## src/sv/jdm_pkg.sv

```systemverilog
// types and constants of the joystick drive mixer
package jdm_pkg;

  localparam int MAG_W    = 7;
  localparam int SPEED_W  = 19;
  localparam int FRAC_W   = 8;
  localparam int CUBE_W   = 20;
  localparam int SUM_W    = 22;
  localparam int SMAG_W   = 21;
  localparam int NUM_W    = 25;
  localparam int DEN_W    = 15;
  localparam int QUO_W    = 13;
  localparam int TGT_W    = 11;
  localparam int GAP_W    = 20;
  localparam int SP_W     = 28;
  localparam int CUB_AW   = 14;
  localparam int CUB_BW   = 7;
  localparam int SCL_AW   = 21;
  localparam int SCL_BW   = 9;
  localparam int ADDR_W   = 4;
  localparam int DATA_W   = 32;

  localparam logic [7:0]        AXIS_LIMIT  = 8'd100;
  localparam logic [QUO_W-1:0]  TGT_POS_MAX = 13'd1023;
  localparam logic [QUO_W-1:0]  TGT_NEG_MAX = 13'd1024;
  localparam logic [SCL_BW-1:0] ALPHA_MAX   = 9'd256;

  localparam logic [6:0] DZ_RST     = 7'd5;
  localparam logic [3:0] GAIN_RST   = 4'd6;
  localparam logic [8:0] SMOOTH_RST = 9'd26;

  typedef enum logic [1:0] {
    REG_DEADZONE  = 2'd0,
    REG_GAIN      = 2'd1,
    REG_SMOOTHING = 2'd2
  } reg_idx_t;

  typedef struct packed {
    logic [6:0] deadzone;
    logic [3:0] gain;
    logic [8:0] smoothing;
  } cfg_t;

  typedef enum logic [2:0] {
    ST_IDLE,
    ST_SQUARE,
    ST_CUBE,
    ST_GAIN,
    ST_DIV,
    ST_SLEW,
    ST_SEND
  } st_t;

endpackage

```

## src/sv/jdm_smul.sv

```systemverilog
// bit-serial shift-add multiplier, one multiplier bit per cycle
module jdm_smul #(
  parameter int AW = 14,
  parameter int BW = 7
) (
  input  logic              clk,
  input  logic              rst_n,
  input  logic              start,
  input  logic [AW-1:0]     a,
  input  logic [BW-1:0]     b,
  output logic              done,
  output logic [AW+BW-1:0]  prod
);

  localparam int CW = $clog2(BW + 1);

  logic [AW-1:0]    a_r, a_nxt;
  logic [AW+BW-1:0] p_r, p_nxt;
  logic [CW-1:0]    cnt_r, cnt_nxt;
  logic             done_r, done_nxt;
  logic [AW:0]      upper;

  always_comb begin
    upper    = {1'b0, p_r[AW+BW-1:BW]} + {1'b0, (p_r[0] ? a_r : AW'(0))};
    a_nxt    = a_r;
    p_nxt    = p_r;
    cnt_nxt  = cnt_r;
    done_nxt = 1'b0;
    if (start) begin
      a_nxt   = a;
      p_nxt   = {{AW{1'b0}}, b};
      cnt_nxt = CW'(BW);
    end else if (cnt_r != '0) begin
      p_nxt    = {upper, p_r[BW-1:1]};
      cnt_nxt  = cnt_r - CW'(1);
      done_nxt = (cnt_r == CW'(1));
    end
  end

  always_ff @(posedge clk) begin
    a_r <= a_nxt;
    p_r <= p_nxt;
  end

  always_ff @(posedge clk) begin
    if (!rst_n) begin
      cnt_r  <= '0;
      done_r <= 1'b0;
    end else begin
      cnt_r  <= cnt_nxt;
      done_r <= done_nxt;
    end
  end

  assign done = done_r;
  assign prod = p_r;

endmodule

```

## src/sv/jdm_sdiv.sv

```systemverilog
// restoring divider, one quotient bit per cycle
module jdm_sdiv
  import jdm_pkg::*;
(
  input  logic             clk,
  input  logic             rst_n,
  input  logic             start,
  input  logic [NUM_W-1:0] num,
  input  logic [DEN_W-1:0] den,
  output logic             done,
  output logic [QUO_W-1:0] quo
);

  localparam int CW = $clog2(QUO_W + 1);

  logic [DEN_W-1:0] den_r, den_nxt;
  logic [DEN_W-1:0] rem_r, rem_nxt;
  logic [QUO_W-1:0] q_r, q_nxt;
  logic [CW-1:0]    cnt_r, cnt_nxt;
  logic             done_r, done_nxt;
  logic [DEN_W+1:0] trial;

  always_comb begin
    trial    = {1'b0, rem_r, q_r[QUO_W-1]} - {2'b00, den_r};
    den_nxt  = den_r;
    rem_nxt  = rem_r;
    q_nxt    = q_r;
    cnt_nxt  = cnt_r;
    done_nxt = 1'b0;
    if (start) begin
      den_nxt = den;
      rem_nxt = DEN_W'(num[NUM_W-1:QUO_W]);
      q_nxt   = num[QUO_W-1:0];
      cnt_nxt = CW'(QUO_W);
    end else if (cnt_r != '0) begin
      if (trial[DEN_W+1]) begin
        rem_nxt = {rem_r[DEN_W-2:0], q_r[QUO_W-1]};
      end else begin
        rem_nxt = trial[DEN_W-1:0];
      end
      q_nxt    = {q_r[QUO_W-2:0], ~trial[DEN_W+1]};
      cnt_nxt  = cnt_r - CW'(1);
      done_nxt = (cnt_r == CW'(1));
    end
  end

  always_ff @(posedge clk) begin
    den_r <= den_nxt;
    rem_r <= rem_nxt;
    q_r   <= q_nxt;
  end

  always_ff @(posedge clk) begin
    if (!rst_n) begin
      cnt_r  <= '0;
      done_r <= 1'b0;
    end else begin
      cnt_r  <= cnt_nxt;
      done_r <= done_nxt;
    end
  end

  assign done = done_r;
  assign quo  = q_r;

endmodule

```

## src/sv/jdm_ctrl.sv

```systemverilog
// sequencer and datapath: mixing, division, slew filter and result register
module jdm_ctrl
  import jdm_pkg::*;
(
  input  logic                      clk,
  input  logic                      rst_n,
  input  cfg_t                      cfg,
  input  logic                      in_valid,
  output logic                      in_stall,
  input  logic                      in_req_type,
  input  logic signed [7:0]         in_stick_x,
  input  logic signed [7:0]         in_stick_y,
  output logic                      out_valid,
  input  logic                      out_stall,
  output logic signed [SPEED_W-1:0] out_left_speed,
  output logic signed [SPEED_W-1:0] out_right_speed,
  output logic                      out_brake
);

  st_t st_r, st_nxt;

  logic [7:0]       ax8, ay8;
  logic [MAG_W-1:0] axm, aym;
  logic [7:0]       tsum;
  logic [DEN_W-1:0] den_in;
  logic             range_bad, acc, go, brk;

  logic [MAG_W-1:0] axm_r, aym_r;
  logic             sx_r, sy_r;
  logic [DEN_W-1:0] den_r;
  logic             sl_neg_r, sr_neg_r, gl_neg_r, gr_neg_r;
  logic             brake_r, brake_nxt;
  logic signed [SPEED_W-1:0] ls_r, ls_nxt, rs_r, rs_nxt;

  logic             out_valid_r, out_valid_nxt, out_brake_r;
  logic signed [SPEED_W-1:0] out_left_r, out_right_r;
  logic             out_free;

  logic cub_start, scl_start, div_start, load_out;
  logic cub_done_x, cub_done_y, cub_done;
  logic scl_done_l, scl_done_r, scl_done;
  logic div_done_l, div_done_r, div_done;

  logic [CUB_AW-1:0]        cub_ax, cub_ay;
  logic [CUB_BW-1:0]        cub_bx, cub_by;
  logic [CUB_AW+CUB_BW-1:0] prod_x, prod_y;

  logic signed [SUM_W-1:0]  cxs, cys, sl, sr, slm, srm;
  logic [SCL_AW-1:0]        scl_al, scl_ar;
  logic [SCL_BW-1:0]        scl_b, alpha_c;
  logic [SCL_AW+SCL_BW-1:0] prod_l, prod_r;

  logic [QUO_W-1:0]         quo_l, quo_r, qcl, qcr;
  logic signed [TGT_W-1:0]  tl, tr;
  logic signed [GAP_W-1:0]  gl, gr, glm, grm;
  logic signed [SP_W-1:0]   spl, spr;

  // front end: range check, deadzone, denominator 100*t
  always_comb begin
    ax8       = in_stick_x[7] ? (~in_stick_x + 8'd1) : in_stick_x;
    ay8       = in_stick_y[7] ? (~in_stick_y + 8'd1) : in_stick_y;
    range_bad = (ax8 > AXIS_LIMIT) || (ay8 > AXIS_LIMIT);
    axm       = (ax8[MAG_W-1:0] < cfg.deadzone) ? '0 : ax8[MAG_W-1:0];
    aym       = (ay8[MAG_W-1:0] < cfg.deadzone) ? '0 : ay8[MAG_W-1:0];
    tsum      = {1'b0, axm} + {1'b0, aym};
    den_in    = (DEN_W'(tsum) << 6) + (DEN_W'(tsum) << 5) + (DEN_W'(tsum) << 2);
    acc       = in_valid && !in_stall;
    go        = acc && !in_req_type && !range_bad && (tsum != 8'd0);
    brk       = acc && in_req_type;
  end

  assign cub_done = cub_done_x & cub_done_y;
  assign scl_done = scl_done_l & scl_done_r;
  assign div_done = div_done_l & div_done_r;
  assign out_free = !out_valid_r || !out_stall;

  // next state
  always_comb begin
    st_nxt = st_r;
    case (st_r)
      ST_IDLE: begin
        if (go) begin
          st_nxt = ST_SQUARE;
        end else if (brk) begin
          st_nxt = ST_SEND;
        end
      end
      ST_SQUARE: if (cub_done) st_nxt = ST_CUBE;
      ST_CUBE:   if (cub_done) st_nxt = ST_GAIN;
      ST_GAIN:   if (scl_done) st_nxt = ST_DIV;
      ST_DIV:    if (div_done) st_nxt = ST_SLEW;
      ST_SLEW:   if (scl_done) st_nxt = ST_SEND;
      ST_SEND:   if (out_free) st_nxt = ST_IDLE;
      default:   st_nxt = ST_IDLE;
    endcase
  end

  // sequencer outputs
  always_comb begin
    in_stall  = 1'b1;
    cub_start = 1'b0;
    scl_start = 1'b0;
    div_start = 1'b0;
    load_out  = 1'b0;
    case (st_r)
      ST_IDLE: begin
        in_stall  = 1'b0;
        cub_start = go;
      end
      ST_SQUARE: cub_start = cub_done;
      ST_CUBE:   scl_start = cub_done;
      ST_GAIN:   div_start = scl_done;
      ST_DIV:    scl_start = div_done;
      ST_SLEW:   ;
      ST_SEND:   load_out = out_free;
      default:   ;
    endcase
  end

  // cube lanes: |a|*|a| then |a|^2*|a|
  always_comb begin
    if (st_r == ST_IDLE) begin
      cub_ax = CUB_AW'(axm);
      cub_ay = CUB_AW'(aym);
      cub_bx = axm;
      cub_by = aym;
    end else begin
      cub_ax = prod_x[CUB_AW-1:0];
      cub_ay = prod_y[CUB_AW-1:0];
      cub_bx = axm_r;
      cub_by = aym_r;
    end
  end

  jdm_smul #(.AW(CUB_AW), .BW(CUB_BW)) u_cub_x (
    .clk(clk), .rst_n(rst_n), .start(cub_start), .a(cub_ax), .b(cub_bx),
    .done(cub_done_x), .prod(prod_x)
  );

  jdm_smul #(.AW(CUB_AW), .BW(CUB_BW)) u_cub_y (
    .clk(clk), .rst_n(rst_n), .start(cub_start), .a(cub_ay), .b(cub_by),
    .done(cub_done_y), .prod(prod_y)
  );

  // signed mix of the cubes
  always_comb begin
    cxs = SUM_W'(prod_x[CUBE_W-1:0]);
    cys = SUM_W'(prod_y[CUBE_W-1:0]);
    if (sx_r) cxs = -cxs;
    if (sy_r) cys = -cys;
    sl  = cxs + cys;
    sr  = cxs - cys;
    slm = sl[SUM_W-1] ? -sl : sl;
    srm = sr[SUM_W-1] ? -sr : sr;
  end

  // saturated targets and gaps to the smoothed speeds
  always_comb begin
    if (sl_neg_r) begin
      qcl = (quo_l > TGT_NEG_MAX) ? TGT_NEG_MAX : quo_l;
      tl  = TGT_W'(0) - TGT_W'(qcl);
    end else begin
      qcl = (quo_l > TGT_POS_MAX) ? TGT_POS_MAX : quo_l;
      tl  = TGT_W'(qcl);
    end
    if (sr_neg_r) begin
      qcr = (quo_r > TGT_NEG_MAX) ? TGT_NEG_MAX : quo_r;
      tr  = TGT_W'(0) - TGT_W'(qcr);
    end else begin
      qcr = (quo_r > TGT_POS_MAX) ? TGT_POS_MAX : quo_r;
      tr  = TGT_W'(qcr);
    end
    gl      = GAP_W'($signed({tl, {FRAC_W{1'b0}}})) - GAP_W'(ls_r);
    gr      = GAP_W'($signed({tr, {FRAC_W{1'b0}}})) - GAP_W'(rs_r);
    glm     = gl[GAP_W-1] ? -gl : gl;
    grm     = gr[GAP_W-1] ? -gr : gr;
    alpha_c = (cfg.smoothing > ALPHA_MAX) ? ALPHA_MAX : cfg.smoothing;
  end

  // scale lanes: gain on the mix, then alpha on the gap
  always_comb begin
    if (st_r == ST_CUBE) begin
      scl_al = slm[SMAG_W-1:0];
      scl_ar = srm[SMAG_W-1:0];
      scl_b  = SCL_BW'(cfg.gain);
    end else begin
      scl_al = SCL_AW'(glm[GAP_W-1:0]);
      scl_ar = SCL_AW'(grm[GAP_W-1:0]);
      scl_b  = alpha_c;
    end
  end

  jdm_smul #(.AW(SCL_AW), .BW(SCL_BW)) u_scl_l (
    .clk(clk), .rst_n(rst_n), .start(scl_start), .a(scl_al), .b(scl_b),
    .done(scl_done_l), .prod(prod_l)
  );

  jdm_smul #(.AW(SCL_AW), .BW(SCL_BW)) u_scl_r (
    .clk(clk), .rst_n(rst_n), .start(scl_start), .a(scl_ar), .b(scl_b),
    .done(scl_done_r), .prod(prod_r)
  );

  jdm_sdiv u_div_l (
    .clk(clk), .rst_n(rst_n), .start(div_start), .num(prod_l[NUM_W-1:0]),
    .den(den_r), .done(div_done_l), .quo(quo_l)
  );

  jdm_sdiv u_div_r (
    .clk(clk), .rst_n(rst_n), .start(div_start), .num(prod_r[NUM_W-1:0]),
    .den(den_r), .done(div_done_r), .quo(quo_r)
  );

  // slew step with flooring shift
  always_comb begin
    spl = SP_W'(prod_l[SP_W-2:0]);
    spr = SP_W'(prod_r[SP_W-2:0]);
    if (gl_neg_r) spl = -spl;
    if (gr_neg_r) spr = -spr;
    ls_nxt    = ls_r;
    rs_nxt    = rs_r;
    brake_nxt = brake_r;
    if (brk) begin
      ls_nxt    = '0;
      rs_nxt    = '0;
      brake_nxt = 1'b1;
    end else if (go) begin
      brake_nxt = 1'b0;
    end else if ((st_r == ST_SLEW) && scl_done) begin
      ls_nxt = ls_r + SPEED_W'(spl >>> FRAC_W);
      rs_nxt = rs_r + SPEED_W'(spr >>> FRAC_W);
    end
    out_valid_nxt = out_valid_r;
    if (load_out) begin
      out_valid_nxt = 1'b1;
    end else if (out_valid_r && !out_stall) begin
      out_valid_nxt = 1'b0;
    end
  end

  always_ff @(posedge clk) begin
    if (go) begin
      axm_r <= axm;
      aym_r <= aym;
      sx_r  <= in_stick_x[7];
      sy_r  <= in_stick_y[7];
      den_r <= den_in;
    end
    if ((st_r == ST_CUBE) && cub_done) begin
      sl_neg_r <= sl[SUM_W-1];
      sr_neg_r <= sr[SUM_W-1];
    end
    if ((st_r == ST_DIV) && div_done) begin
      gl_neg_r <= gl[GAP_W-1];
      gr_neg_r <= gr[GAP_W-1];
    end
    if (load_out) begin
      out_left_r  <= ls_r;
      out_right_r <= rs_r;
      out_brake_r <= brake_r;
    end
    brake_r <= brake_nxt;
  end

  always_ff @(posedge clk) begin
    if (!rst_n) begin
      st_r        <= ST_IDLE;
      ls_r        <= '0;
      rs_r        <= '0;
      out_valid_r <= 1'b0;
    end else begin
      st_r        <= st_nxt;
      ls_r        <= ls_nxt;
      rs_r        <= rs_nxt;
      out_valid_r <= out_valid_nxt;
    end
  end

  assign out_valid       = out_valid_r;
  assign out_left_speed  = out_left_r;
  assign out_right_speed = out_right_r;
  assign out_brake       = out_brake_r;

endmodule

```

## src/sv/joystick_drive_mixer_unit.sv

```systemverilog
// joystick drive mixer: apb register file and mixer core
//
// input channel (in_*): one joystick sample per transfer, req_type 0 is a
// drive sample with stick_x/stick_y, req_type 1 is a stop with brake.
// output channel (out_*): left/right smoothed speeds in q8 and a brake flag.
// a drive sample with an axis beyond +-100, or with both axes inside the
// deadzone, is consumed and gives no result.
// a drive sample goes through the bit-serial passes of the multipliers and
// dividers in turn: squaring, cubing, gain, quotient and alpha.
// one sample is worked on at a time; a stop goes through the send state to
// the output register, a dropped sample frees the input in the next cycle.
// the result sits in an output register; while out_stall is high it holds,
// and the next sample can be taken but its result waits for the register.
// reset (rst_n low, synchronous) clears both smoothed speeds, the output
// valid and loads deadzone 5, gain 6, smoothing 26.
// registers at byte addresses 0, 4, 8: deadzone, gain, smoothing.
module joystick_drive_mixer_unit
  import jdm_pkg::*;
(
  input  logic                      clk,
  input  logic                      rst_n,
  input  logic                      psel,
  input  logic                      penable,
  input  logic                      pwrite,
  input  logic [ADDR_W-1:0]         paddr,
  input  logic [DATA_W-1:0]         pwdata,
  output logic [DATA_W-1:0]         prdata,
  output logic                      pready,
  input  logic                      in_valid,
  output logic                      in_stall,
  input  logic                      in_req_type,
  input  logic signed [7:0]         in_stick_x,
  input  logic signed [7:0]         in_stick_y,
  output logic                      out_valid,
  input  logic                      out_stall,
  output logic signed [SPEED_W-1:0] out_left_speed,
  output logic signed [SPEED_W-1:0] out_right_speed,
  output logic                      out_brake
);

  cfg_t     cfg_r, cfg_nxt;
  logic     wr_en;
  reg_idx_t reg_idx;

  assign pready  = 1'b1;
  assign wr_en   = psel && penable && pwrite;
  assign reg_idx = reg_idx_t'(paddr[3:2]);

  always_comb begin
    cfg_nxt = cfg_r;
    if (wr_en) begin
      case (reg_idx)
        REG_DEADZONE:  cfg_nxt.deadzone  = pwdata[6:0];
        REG_GAIN:      cfg_nxt.gain      = pwdata[3:0];
        REG_SMOOTHING: cfg_nxt.smoothing = pwdata[8:0];
        default:       ;
      endcase
    end
  end

  always_comb begin
    case (reg_idx)
      REG_DEADZONE:  prdata = DATA_W'(cfg_r.deadzone);
      REG_GAIN:      prdata = DATA_W'(cfg_r.gain);
      REG_SMOOTHING: prdata = DATA_W'(cfg_r.smoothing);
      default:       prdata = '0;
    endcase
  end

  always_ff @(posedge clk) begin
    if (!rst_n) begin
      cfg_r.deadzone  <= DZ_RST;
      cfg_r.gain      <= GAIN_RST;
      cfg_r.smoothing <= SMOOTH_RST;
    end else begin
      cfg_r <= cfg_nxt;
    end
  end

  jdm_ctrl u_ctrl (
    .clk             (clk),
    .rst_n           (rst_n),
    .cfg             (cfg_r),
    .in_valid        (in_valid),
    .in_stall        (in_stall),
    .in_req_type     (in_req_type),
    .in_stick_x      (in_stick_x),
    .in_stick_y      (in_stick_y),
    .out_valid       (out_valid),
    .out_stall       (out_stall),
    .out_left_speed  (out_left_speed),
    .out_right_speed (out_right_speed),
    .out_brake       (out_brake)
  );

endmodule

```

## config.mk

```make
export PLATFORM = sky130hd
export DESIGN_NAME = joystick_drive_mixer_unit
export DESIGN_NICKNAME = d
export VERILOG_FILES = /design/src/sv/jdm_pkg.sv /design/src/sv/jdm_smul.sv /design/src/sv/jdm_sdiv.sv /design/src/sv/jdm_ctrl.sv /design/src/sv/joystick_drive_mixer_unit.sv
export SDC_FILE = /design/constraint.sdc
export NUM_CORES = 1
export LEC_CHECK = 0
export ABC_AREA = 1
export BUFFER_PORTS_ARGS = -buffer_cell sky130_fd_sc_hd__buf_2
export CAP_MARGIN = 20
export CORE_AREA = 2 2 240 242
export DETAILED_ROUTE_END_ITERATION = 10
export DIE_AREA = 0 0 242 244
export GPL_ROUTABILITY_DRIVEN = 0
export PLACE_DENSITY = 0.78
export SLEW_MARGIN = 15
export SYNTH_ARGS = -nofsm -noshare
export SYNTH_HDL_FRONTEND = slang
export SYNTH_SLANG_ARGS = --single-unit
```

## constraint.sdc

```tcl
create_clock -name clk -period 5.75 [get_ports clk]
set_clock_uncertainty 0.1 [all_clocks]
set_input_delay 0.575 -clock clk [delete_from_list [all_inputs] [get_ports clk]]
set_output_delay 0.575 -clock clk [all_outputs]
set_load 0.02 [all_outputs]
```

==> results.json <==
{
  "syn-cell-area_mm2": 0.0324,
  "finalCritPeriodShare": 0.915,
  "clock_tree.htree_level_count": 2,
  "post_synth_num_cell_types": 67,
  "clockBufferDepth": 3,
  "setup-violations-final": 0,
  "cp-start-kind": "primary input",
  "critical_path_required_ns": 6.01,
  "grt_start_max_net_pins": 89,
  "root_buffer": "clkbuf_16",
  "leading_cell_type_in_the_layout_fill_and_taps_excluded": "nand2_1",
  "synth.area.top_cells": "edfxtp_1, nand2_1, dfxtp_1",
  "peakVddDrop_mv": 0.363,
  "synthesis.area_per_instance_um2": 7.19,
  "netSwitchingFraction": 0.525,
  "regArea_mm2": 0.0105,
  "worstPathArrival_ns": 5.52,
  "clock_sinks": 404,
  "layout-area-overhead-vs-synth_pct": 8.56,
  "postCtsSetupRepairBufs": 0,
  "drive_gt1_frac": 0.0670,
  "via_count_of_the_first_global_routing_pass": 28097,
  "cts_inserted_buffers": 46,
  "dieHeight_um": 244,
  "critPathKind": "in2reg",
  "final.fill_count": 5038,
  "worst_skew_pair.late_latency_ns": 0.60,
  "cp_common_cell": "inv_1",
  "ys_warns": 0,
  "power.share.clock": 0.130,
  "post-dp-hpwl_mm": 70.8,
  "io_pins": 134,
  "die_area_mm2": 0.0590,
  "row_count": 87,
  "cts_repair_resize_count": 0,
  "multi_input_comb_area_mm2": 0.0188,
  "pwrdens_mw_per_mm2": 688,
  "async_set_or_reset_flop_fraction_in_the_synthesized_netlist": 0,
  "timing.hold.ws_ns": 0.144,
  "yosys_register_bits": 404,
  "timing.critical_path.fanout_max": 4,
  "slew_violations": 0,
  "power.share.combinational": 0.660,
  "routed_wire_length_per_instance_um": 16.9,
  "core-area_mm2": 0.0562,
  "max_cap_violations": 0,
  "top_area_cell_type_share_of_the_netlist_area": 0.220,
  "ys_seq_area_frac": 0.323,
  "start_util": 0.577,
  "most-common-layout-cells": "nand2_1, inv_1, nor2_1",
  "totalNegativeSetupSlack_ns": 0,
  "totalWireLength_mm": 91.0,
  "die_w_um": 242,
  "grt_setup_unrepaired": "false",
  "via_count": 30750,
  "switchingPower_mw": 12.7,
  "result_of_the_run": "complete, no violations",
  "postSynth.topFlopCell": "edfxtp_1",
  "grt_first_pass_wirelength_mm": 145,
  "ant_nets": 0,
  "globalRouteTotalUtil": 0.301,
  "synth_largest_area_cell": "edfxtp_1",
  "drc": 0,
  "cell_internal_pwr_mw": 11.5,
  "cp-end-kind": "flop",
  "min_period_ns": 5.26,
  "worst_path_max_delay_cell": "fa_1",
  "holdBufCountCts": 0,
  "final_nets": 4907,
  "synth_enable_flop_cells": 237,
  "clock_pin_transition_on_the_worst_setup_and_hold_timing_paths_ns": 0.06,
  "critical-path-max-stage-delay_ns": 0.50,
  "clock.fmax_ghz": 0.190,
  "max-slew-margin-rel": 0.383,
  "hold_path.class": "in2reg",
  "power_frac_seq": 0.210,
  "firstDrtPassIters": 9,
  "detail_route.vias_per_cell": 5.73,
  "port-buffer-count": 84,
  "leakagePower_nw": 17.1,
  "syn-instance-count": 4505,
  "gr-total-overflow": 0,
  "antenna-diode-count": 0,
  "finalHoldViolations": 0,
  "tritoncts": "built",
  "antenna_found_initial": 0,
  "detailedRoute.firstIterationViolations": 2972,
  "max_slew.worst_pin.slew_ns": 0.922
}
-- worst max-delay path: cells and delay by family --
family | cells | cell delay, ns
AOI/OAI and AO/OA | 6 | 1.04
xor gates and xnor gates | 2 | 0.30
adders and majority gates | 7 | 2.22
buffers and inverters | 7 | 0.63
and+or+nand+nor | 8 | 0.76
-- flip-flops by register name, indices dropped and copies added (netlist names), 7 cells and up --
signal,count
cfg_r,20
u_ctrl.axm_r,7
u_ctrl.aym_r,7
u_ctrl.den_r,13
u_ctrl.ls_r,19
u_ctrl.out_left_speed,19
u_ctrl.out_right_speed,19
u_ctrl.rs_r,19
u_ctrl.u_cub_x.a_r,14
u_ctrl.u_cub_x.prod,21
u_ctrl.u_cub_y.a_r,14
u_ctrl.u_cub_y.prod,21
u_ctrl.u_div_l.den_r,13
u_ctrl.u_div_l.quo,13
u_ctrl.u_div_l.rem_r,15
u_ctrl.u_div_r.quo,13
u_ctrl.u_div_r.rem_r,15
u_ctrl.u_scl_l.a_r,21
u_ctrl.u_scl_l.prod,30
u_ctrl.u_scl_r.a_r,21
u_ctrl.u_scl_r.prod,30
-- worst paths after layout --
kind | startpoint | endpoint | slack (ns) | depth (start not counted)
min | pwdata[3] | cfg_r[3] | 0.14 | 3
max | in_stick_y[1] | u_ctrl.den_r[14] | 0.49 | 30
min reg2reg | u_ctrl.den_r[14] | u_ctrl.u_div_l.den_r[14] | 0.32 | 0
max reg2reg | u_ctrl.u_div_r.quo[11] | u_ctrl.u_scl_r.a_r[1] | 0.57 | 25
-- cell usage after synthesis (all sizes together) (2+ instances only) --
cell type and n:
o311ai 3, inv 669, nand4 61, o31ai 15
buf 70, o22ai 27, o2111ai 2, o21bai 16
a22oi 14, o41ai 2, fa 14, a221oi 3
conb 2, o21a 15, a31o 2, a32oi 3
a21o 14, o221ai 5, xor2 166, nor2 383
clkinv 2, a211oi 11, dfxtp 167, a21oi 358
nand3b 21, o21ai 353, edfxtp 237, a21boi 8
or2 20, and2 5, a31oi 23, clkbuf 59
xnor2 48, o211ai 50, nor4 13, nor3 67
nand3 325, ha 256, nand2 992
-- per-layer routing --
metal  vias up  share of wire  GRT usage
li1      15133              -          -
met1     14029           0.42      0.398
met2      1359           0.44      0.487
met3       229          0.082     0.0337
met4         0          0.055      0.157
met5         -              0          0
-- cells by family after synthesis --
family / after synthesis / synth area share
XOR/XNOR: 214 / 0.0583
buffers and inverters: 800 / 0.0997
AO/OA/AOI/OAI: 925 / 0.160
AND/OR/NAND/NOR: 1890 / 0.252
flip-flops: 404 / 0.323
adder cells (fa/ha/maj): 270 / 0.107
other: 2 / 0.000232
-- through the flow --
stage | cells | power [mW] | setup WS (ns) | cell area [um2] | utilization
floorplan | 4527 | 16.9 | 0.153 | 32500 | -
global placement | 5284 | 20.2 | 0.0213 | 33500 | 0.597
detailed placement | 5284 | 20.6 | -0.0920 | 33500 | 0.597
CTS | 5369 | 23.8 | 0.523 | 35100 | 0.626
global route | 5370 | 26.3 | 0.0248 | 35200 | 0.626
finish | 5370 | 24.2 | 0.487 | 35200 | 0.626
-- power by group through the flow --
stage	sequential (mW)	combinational (mW)	clock [mW]
6_report	5.09	16.0	3.15
5_1_grt	5.16	17.9	3.29
4_1_cts	5.07	15.6	3.19
3_5_place_dp	5.12	15.4	0
3_3_place_gp	5.10	15.1	0
2_1_floorplan	4.88	12.0	0
-- final cells by class --
cell class,count,area share
inverters,671,0.0716
multi-input cells,3323,0.535
well taps,756,0.0269
flip-flops and latches,404,0.297
clock buffers,60,0.0375
clock inverters,25,0.00839
repair buffers,131,0.0229
(Power assumes the default switching activity.)
